## config.mk

```make
export PLATFORM = sky130hd
export DESIGN_NAME = ipv4_five_tuple_parser
export DESIGN_NICKNAME = d
export VERILOG_FILES = /design/src/design/ip5t_pkg.sv /design/src/design/ipv4_five_tuple_parser.sv
export SDC_FILE = /design/constraint.sdc
export NUM_CORES = 1
export LEC_CHECK = 0
export ABC_AREA = 0
export BUFFER_PORTS_ARGS = -buffer_cell sky130_fd_sc_hd__buf_2
export CAP_MARGIN = 20
export CORE_MARGIN = 2
export CORE_UTILIZATION = 30
export CTS_CLUSTER_SIZE = 24
export DETAILED_ROUTE_END_ITERATION = 8
export PLACE_DENSITY_LB_ADDON = 0.05
export SLEW_MARGIN = 20
export SYNTH_ARGS = -nofsm -noshare
export SYNTH_HDL_FRONTEND = slang
export SYNTH_SLANG_ARGS = --single-unit
```

## constraint.sdc

```tcl
create_clock -name clk -period 6.05 [get_ports clk]
set_input_delay 0.3025 -clock clk [delete_from_list [all_inputs] [get_ports clk]]
set_output_delay 0.3025 -clock clk [all_outputs]
set_load 0.005 [all_outputs]
```

## src/design/ip5t_pkg.sv

```systemverilog
`timescale 1ns / 1ps

package ip5t_pkg;

	// link modes
	localparam logic [1:0] LINK_RAW  = 2'd0;
	localparam logic [1:0] LINK_ETH  = 2'd1;
	localparam logic [1:0] LINK_VLAN = 2'd2;

	// link layer lengths
	localparam logic [7:0] ETH_LEN  = 8'd14;
	localparam logic [7:0] VLAN_LEN = 8'd18;

	// fixed header offsets and sizes
	localparam logic [7:0] OFF_OUTER_HI = 8'd12;
	localparam logic [7:0] OFF_OUTER_LO = 8'd13;
	localparam logic [7:0] OFF_INNER_HI = 8'd16;
	localparam logic [7:0] OFF_INNER_LO = 8'd17;
	localparam logic [7:0] IP_PROTO_OFF = 8'd9;
	localparam logic [7:0] IP_SRC_OFF   = 8'd12;
	localparam logic [7:0] IP_DST_OFF   = 8'd16;
	localparam logic [7:0] IP_MIN       = 8'd20;
	localparam logic [7:0] TCP_LEN      = 8'd20;
	localparam logic [7:0] UDP_LEN      = 8'd8;

	localparam logic [15:0] TYPE_IP   = 16'h0800;
	localparam logic [15:0] TYPE_VLAN = 16'h8100;
	localparam logic [7:0]  PROTO_TCP = 8'd6;
	localparam logic [7:0]  PROTO_UDP = 8'd17;
	localparam logic [3:0]  IP_V4     = 4'd4;

	typedef enum logic [2:0] {
		DROP_NONE      = 3'd0,
		DROP_SHORT_IP  = 3'd1,
		DROP_LINK_TYPE = 3'd2,
		DROP_VERSION   = 3'd3,
		DROP_SHORT_HDR = 3'd4,
		DROP_SHORT_L4  = 3'd5
	} drop_code_t;

	// result transaction, first field in the highest bits
	typedef struct packed {
		logic [5:0]  pad;
		logic [6:0]  header_len;
		logic [7:0]  protocol;
		logic [15:0] dport;
		logic [15:0] sport;
		logic [31:0] dst_addr;
		logic [31:0] src_addr;
		drop_code_t  drop_code;
	} result_t;

	localparam int OUT_W = $bits(result_t);

endpackage

```

## src/design/ipv4_five_tuple_parser.sv

```systemverilog
`timescale 1ns / 1ps

// IPv4 five-tuple parser. Feed one packet byte per transaction on the s_ side with s_tlast on
// the final byte; one result transaction per packet comes out on the m_ side when that last
// byte has been processed. Bytes are taken at one per cycle unless a last byte waits on a stalled
// result: each byte passes an input register, then updates the header capture registers, and the
// result register on the output lets the next packet stream in while a result waits. A result
// is written to the result register once its last byte leaves the input register. link_mode comes from the cfg_
// write channel and is meant to be written between packets; mode three acts as the tagged
// Ethernet mode. Addresses and ports are in network byte order, ports are zero for
// protocols other than TCP and UDP, and a dropped packet shows only its drop code.
module ipv4_five_tuple_parser import ip5t_pkg::*; #(
	parameter int COUNT_BITS = 16
) (
	input  logic             clk,
	input  logic             arst_n,
	// configuration write
	input  logic             cfg_valid,
	output logic             cfg_ready,
	input  logic [1:0]       cfg_data,   // link_mode
	// byte stream in
	input  logic             s_tvalid,
	output logic             s_tready,
	input  logic [7:0]       s_tdata,    // data_byte
	input  logic             s_tlast,    // last_byte
	// result out
	output logic             m_tvalid,
	input  logic             m_tready,
	output logic [OUT_W-1:0] m_tdata     // drop_code, src_addr, dst_addr, sport,
	                                     // dport, protocol, header_len, zero pad
);

	localparam logic [COUNT_BITS-1:0] COUNT_MAX = '1;

	logic [1:0] link_mode_q;

	logic       valid_s1;
	logic [7:0] byte_s1;
	logic       last_s1;
	logic       adv_s1;
	logic       out_free;

	logic [COUNT_BITS-1:0] count_q, count_n;
	logic [15:0] outer_q, outer_n;
	logic [15:0] inner_q, inner_n;
	logic [7:0]  vl_q, vl_n;
	logic [7:0]  proto_q, proto_n;
	logic [31:0] src_q, src_n;
	logic [31:0] dst_q, dst_n;
	logic [15:0] sport_q, sport_n;
	logic [15:0] dport_q, dport_n;

	logic [7:0]  link_len;
	logic [7:0]  hl;
	logic [7:0]  port_off;
	logic        out_valid_q;
	result_t     res_q;
	result_t     res_n;

	// configuration register
	assign cfg_ready = 1'b1;

	always_ff @(posedge clk or negedge arst_n) begin
		if (!arst_n) begin
			link_mode_q <= LINK_RAW;
		end else if (cfg_valid) begin
			link_mode_q <= cfg_data;
		end
	end

	// input register
	assign out_free = !out_valid_q || m_tready;
	assign adv_s1   = valid_s1 && (!last_s1 || out_free);
	assign s_tready = !valid_s1 || adv_s1;

	always_ff @(posedge clk or negedge arst_n) begin
		if (!arst_n) begin
			valid_s1 <= 1'b0;
		end else if (s_tready) begin
			valid_s1 <= s_tvalid;
		end
	end

	always_ff @(posedge clk) begin
		if (s_tready && s_tvalid) begin
			byte_s1 <= s_tdata;
			last_s1 <= s_tlast;
		end
	end

	// link layer length
	always_comb begin
		unique case (link_mode_q)
			LINK_RAW: link_len = 8'd0;
			LINK_ETH: link_len = ETH_LEN;
			default:  link_len = VLAN_LEN;
		endcase
	end

	// header capture at the current byte offset
	always_comb begin
		outer_n = outer_q;
		inner_n = inner_q;
		vl_n    = vl_q;
		proto_n = proto_q;
		src_n   = src_q;
		dst_n   = dst_q;
		sport_n = sport_q;
		dport_n = dport_q;

		if (count_q == COUNT_BITS'(OFF_OUTER_HI) || count_q == COUNT_BITS'(OFF_OUTER_LO)) begin
			outer_n = {outer_q[7:0], byte_s1};
		end
		if (count_q == COUNT_BITS'(OFF_INNER_HI) || count_q == COUNT_BITS'(OFF_INNER_LO)) begin
			inner_n = {inner_q[7:0], byte_s1};
		end
		if (count_q == COUNT_BITS'(link_len)) begin
			vl_n = byte_s1;
		end
		if (count_q == COUNT_BITS'(link_len + IP_PROTO_OFF)) begin
			proto_n = byte_s1;
		end
		if (count_q >= COUNT_BITS'(link_len + IP_SRC_OFF)
				&& count_q < COUNT_BITS'(link_len + IP_DST_OFF)) begin
			src_n = {src_q[23:0], byte_s1};
		end
		if (count_q >= COUNT_BITS'(link_len + IP_DST_OFF)
				&& count_q < COUNT_BITS'(link_len + IP_MIN)) begin
			dst_n = {dst_q[23:0], byte_s1};
		end

		// port offset follows the header length, including one taken this byte
		hl       = {2'b00, vl_n[3:0], 2'b00};
		port_off = link_len + hl;
		if (count_q >= COUNT_BITS'(port_off) && count_q < COUNT_BITS'(port_off + 8'd2)) begin
			sport_n = {sport_q[7:0], byte_s1};
		end
		if (count_q >= COUNT_BITS'(port_off + 8'd2)
				&& count_q < COUNT_BITS'(port_off + 8'd4)) begin
			dport_n = {dport_q[7:0], byte_s1};
		end

		count_n = (count_q < COUNT_MAX) ? count_q + 1'b1 : count_q;
	end

	// drop checks in priority order and result assembly
	always_comb begin
		res_n            = '0;
		res_n.drop_code  = DROP_NONE;
		res_n.header_len = hl[6:0];

		if (count_n < COUNT_BITS'(link_len + IP_MIN)) begin
			res_n.drop_code = DROP_SHORT_IP;
		end else if (link_mode_q == LINK_ETH && outer_n != TYPE_IP) begin
			res_n.drop_code = DROP_LINK_TYPE;
		end else if (link_mode_q[1] && (outer_n != TYPE_VLAN || inner_n != TYPE_IP)) begin
			res_n.drop_code = DROP_LINK_TYPE;
		end else if (vl_n[7:4] != IP_V4) begin
			res_n.drop_code = DROP_VERSION;
		end else if (count_n < COUNT_BITS'(port_off)) begin
			res_n.drop_code = DROP_SHORT_HDR;
		end else if (proto_n == PROTO_TCP) begin
			if (count_n < COUNT_BITS'(port_off + TCP_LEN)) begin
				res_n.drop_code = DROP_SHORT_L4;
			end
			res_n.header_len = 7'(hl + TCP_LEN);
			res_n.sport      = sport_n;
			res_n.dport      = dport_n;
		end else if (proto_n == PROTO_UDP) begin
			if (count_n < COUNT_BITS'(port_off + UDP_LEN)) begin
				res_n.drop_code = DROP_SHORT_L4;
			end
			res_n.header_len = 7'(hl + UDP_LEN);
			res_n.sport      = sport_n;
			res_n.dport      = dport_n;
		end

		if (res_n.drop_code == DROP_NONE) begin
			res_n.src_addr = src_n;
			res_n.dst_addr = dst_n;
			res_n.protocol = proto_n;
		end else begin
			res_n.header_len = '0;
			res_n.sport      = '0;
			res_n.dport      = '0;
		end
	end

	// per-packet state, cleared after the last byte
	always_ff @(posedge clk or negedge arst_n) begin
		if (!arst_n) begin
			count_q <= '0;
			outer_q <= '0;
			inner_q <= '0;
			vl_q    <= '0;
			proto_q <= '0;
			src_q   <= '0;
			dst_q   <= '0;
			sport_q <= '0;
			dport_q <= '0;
		end else if (adv_s1) begin
			if (last_s1) begin
				count_q <= '0;
				outer_q <= '0;
				inner_q <= '0;
				vl_q    <= '0;
				proto_q <= '0;
				src_q   <= '0;
				dst_q   <= '0;
				sport_q <= '0;
				dport_q <= '0;
			end else begin
				count_q <= count_n;
				outer_q <= outer_n;
				inner_q <= inner_n;
				vl_q    <= vl_n;
				proto_q <= proto_n;
				src_q   <= src_n;
				dst_q   <= dst_n;
				sport_q <= sport_n;
				dport_q <= dport_n;
			end
		end
	end

	// result register
	always_ff @(posedge clk or negedge arst_n) begin
		if (!arst_n) begin
			out_valid_q <= 1'b0;
		end else if (adv_s1 && last_s1) begin
			out_valid_q <= 1'b1;
		end else if (m_tready) begin
			out_valid_q <= 1'b0;
		end
	end

	always_ff @(posedge clk) begin
		if (adv_s1 && last_s1) begin
			res_q <= res_n;
		end
	end

	assign m_tvalid = out_valid_q;
	assign m_tdata  = res_q;

endmodule

```

==> metrics <==
status finished, final reports clean; crit path max fanout 32; commonest non-fill, non-tap cell in the layout dfrtp_1; top cells by area, synth dfrtp_1, edfxtp_1, a22o_1, mux2i_1, ha_1; Pint 3.75 mW; Post-Route WL 42000 um; Net count, final 1479; Initial Util 30.2%; Fin Setup TNS 0 ns; cells after synthesis 1258; Max VDD drop 0.143 mV; crit path DAT 6.17 ns; finished layout cell area 16800 um2; H-tree depth 2; Final ANT Viol Nets 0; Num CTS Buffers 36; global router's overall resource usage 17.7%; CP Data Required Time roughly 6.4 ns; count of state elements after synthesis 285; Fin. Hold Viols 0; placed inst area ~15000 um2; Slew Limit Headroom 26.9%; Critical Path Start Type flop; row count 79; fin. max-slew vios 0; Worst-path clk slew 0.05 ns; clk sinks approximately 290; CP Class flop to flop; chip height 220 um; Synth cell types 70; Max Fclk around 170 MHz; Comb pwr share between 15 and 20%; initial DRC count just under 600; placed insts 1963; sequential element share of the synthesized area 55.3%; DR vias/cell 4.97; top cell type's share of synthesized area 29.3%; first-pass GRT wire length approximately 65000 um; final setup fails 0; footprint of the multi-input gates 5850 um2; Layout area overhead 20.0%; Final Skew 0.0279 ns; Final GP Congestion 0.831; largest net degree at the start of global routing around 70; wire length per cell after detailed routing 20.6 um; Cell Pwr Density around 310 nW/um2; Post-synth EDFFs between 100 and 150; HP Class input port to flop; Remaining DRCs 0; # Max-Cap Violations 0; vias in the first global route approximately 10000; Core ar. about 46000 um2; Top-Level Pins around 140; fill count 4709; ANT cells 0; async set-or-reset flop fraction in the synthesized netlist 57.5%; Die Wd between 200 and 250 um; Syn. warnings 0; hpwl dp 28400 um; initial antenna violation count 0; worst hold slack 0.0321 ns; remaining global-route overflow 0; syn_area_per_cell between 10 and 15 um2; Max Root-Sink Buffers 3; CTS tree built; port bufs 129; synthesized area ~14000 um2; Storage cell area just under 8000 um2; period utilisation layout 95.5%; clock power share 40.3%; Seq pwr share 42.2%; most frequent cells in the layout dfrtp_1, nand2_1, buf_2; Pwr Total 5.23 mW; Setup crit end kind flop; Worst-Margin Slew roughly 1.1 ns; post-synth top area cell dfrtp_1; Cell Count, Final, Fillers Out between 2000 and 2500; Worst-Skew Late Latency 0.55 ns; share of cells above drive strength 1 between 10% and 20%; P_sw 1.48 mW; Period minus WS final 5.78 ns; first-pass iteration count of the detailed router 5; Vias 10100; Sw Ratio between 20 and 30%; Leak around 7.0 nW; full die area 48400 um2; Post-synth top flop dfrtp_1; CTS root buf clkbuf_16
## critical path, cell delays in order (launching register included)
cell and delay, ns:
dfrtp_2 0.44, ha_1 0.37, nor4_1 0.46, and4_4 0.35, mux2_2 0.38, ha_1 0.22, inv_1 0.08, fa_2 0.49
inv_1 0.11, ha_2 0.23, inv_1 0.07, mux2_2 0.26, a32oi_1 0.18, nand2_1 0.08, ha_1 0.30, and4_1 0.18
o21ai_0 0.07, o211a_1 0.21, a41o_1 0.23, o21ai_2 0.18, or3b_1 0.42, buf_12 0.19, nor2_1 0.14
## synth_stat cells (all sizes together) (6+ instances only)
master  instances
a21o            7
a21oi          63
a22o          106
a31oi           7
and2           10
and4            6
buf            35
clkbuf         53
dfrtp         164
edfxtp        121
ha             57
inv            28
mux2            7
mux2i          76
nand2         163
nand2b          8
nand3          20
nand4          19
nor2          104
nor2b           9
nor3           14
nor4           14
nor4b           6
o21a           10
o21ai          78
or4             6
xnor2          13
xor2            7
## metrics by stage
stage / util, % / setup WS (ns)
after detailed placement: 33.4 / 0.180
after global placement: 33.4 / 0.255
after floorplan: - / 0.369
after global routing: 36.3 / -0.0304
after CTS: 36.2 / 0.150
final: 36.3 / 0.274
## per-layer routing
layer / vias to the layer above / global-route usage, % / share of wire [%]
li1: 4869 / - / -
met1: 5041 / 25.5 / 49
met2: 176 / 27.8 / 46
met3: 52 / 2.21 / 3.1
met4: 0 / 5.03 / 2.0
met5: - / 0 / 0
## logic make-up (layout without fill, tap and decap cells)
| group | Yosys count | in the layout | synth area share [%] |
|---|---|---|---|
| other | 2 | 10 | 0.0537 |
| muxes | 83 | 83 | 6.12 |
| AOI/OAI and AO/OA | 297 | 297 | 14.6 |
| xor gates and xnor gates | 20 | 20 | 1.39 |
| and+or+nand+nor | 395 | 395 | 13.4 |
| buffers and inverters | 116 | 282 | 3.81 |
| adders and majority gates | 60 | 60 | 5.38 |
| DFF | 285 | 285 | 55.3 |
## power groups by stage
stage                     Combinational [mW]  Sequential [mW]  Clock [mW]
after detailed placement               0.909             2.25           0
after floorplan                        0.629             2.21           0
after global placement                 0.915             2.24           0
after global routing                    1.02             2.22        2.25
final                                  0.915             2.21        2.11
after CTS                              0.918             2.21        2.18
## layout make-up
class                   count  share of cell area [%]
clock inverters             6                   0.261
multi-input cells         865                    34.8
clock buffers              59                    6.62
repair buffers            189                    7.03
flip-flops and latches    285                    46.1
inverters                  28                   0.626
well taps                 607                    4.52
## sequential cells by signal (all words and copies together), names as in the netlist
signal       count
byte_s1          8
vl_q             8
m_tdata        112
last_s1          1
src_q           32
m_tvalid         1
proto_q          8
count_q         16
link_mode_q      2
valid_s1         1
sport_q         16
outer_q         16
dport_q         16
inner_q         16
dst_q           32
## path summary, 6_finish.rpt
path	slack (ns)	cells past startpoint	from	to
worst max register to register	0.27	22	link_mode_q[1]	m_tdata[77]
min in group asynchronous	0.27	2	arst_n	src_q[29]
max in group asynchronous	4.52	3	arst_n	outer_q[11]
worst min-delay path	0.03	2	cfg_data[0]	link_mode_q[0]
worst max-delay path	0.27	22	link_mode_q[1]	m_tdata[77]
worst min register to register	0.48	2	dst_q[31]	dst_q[31]
## what timing repair did
item,in CTS,in global routing
hold buffers,11,0
endpoints found under the hold margin,54,0
gates resized for setup,0,11
setup buffers,0,0
endpoints found under the setup margin,0,104
Note: power is estimated with default switching activity, not from simulation.
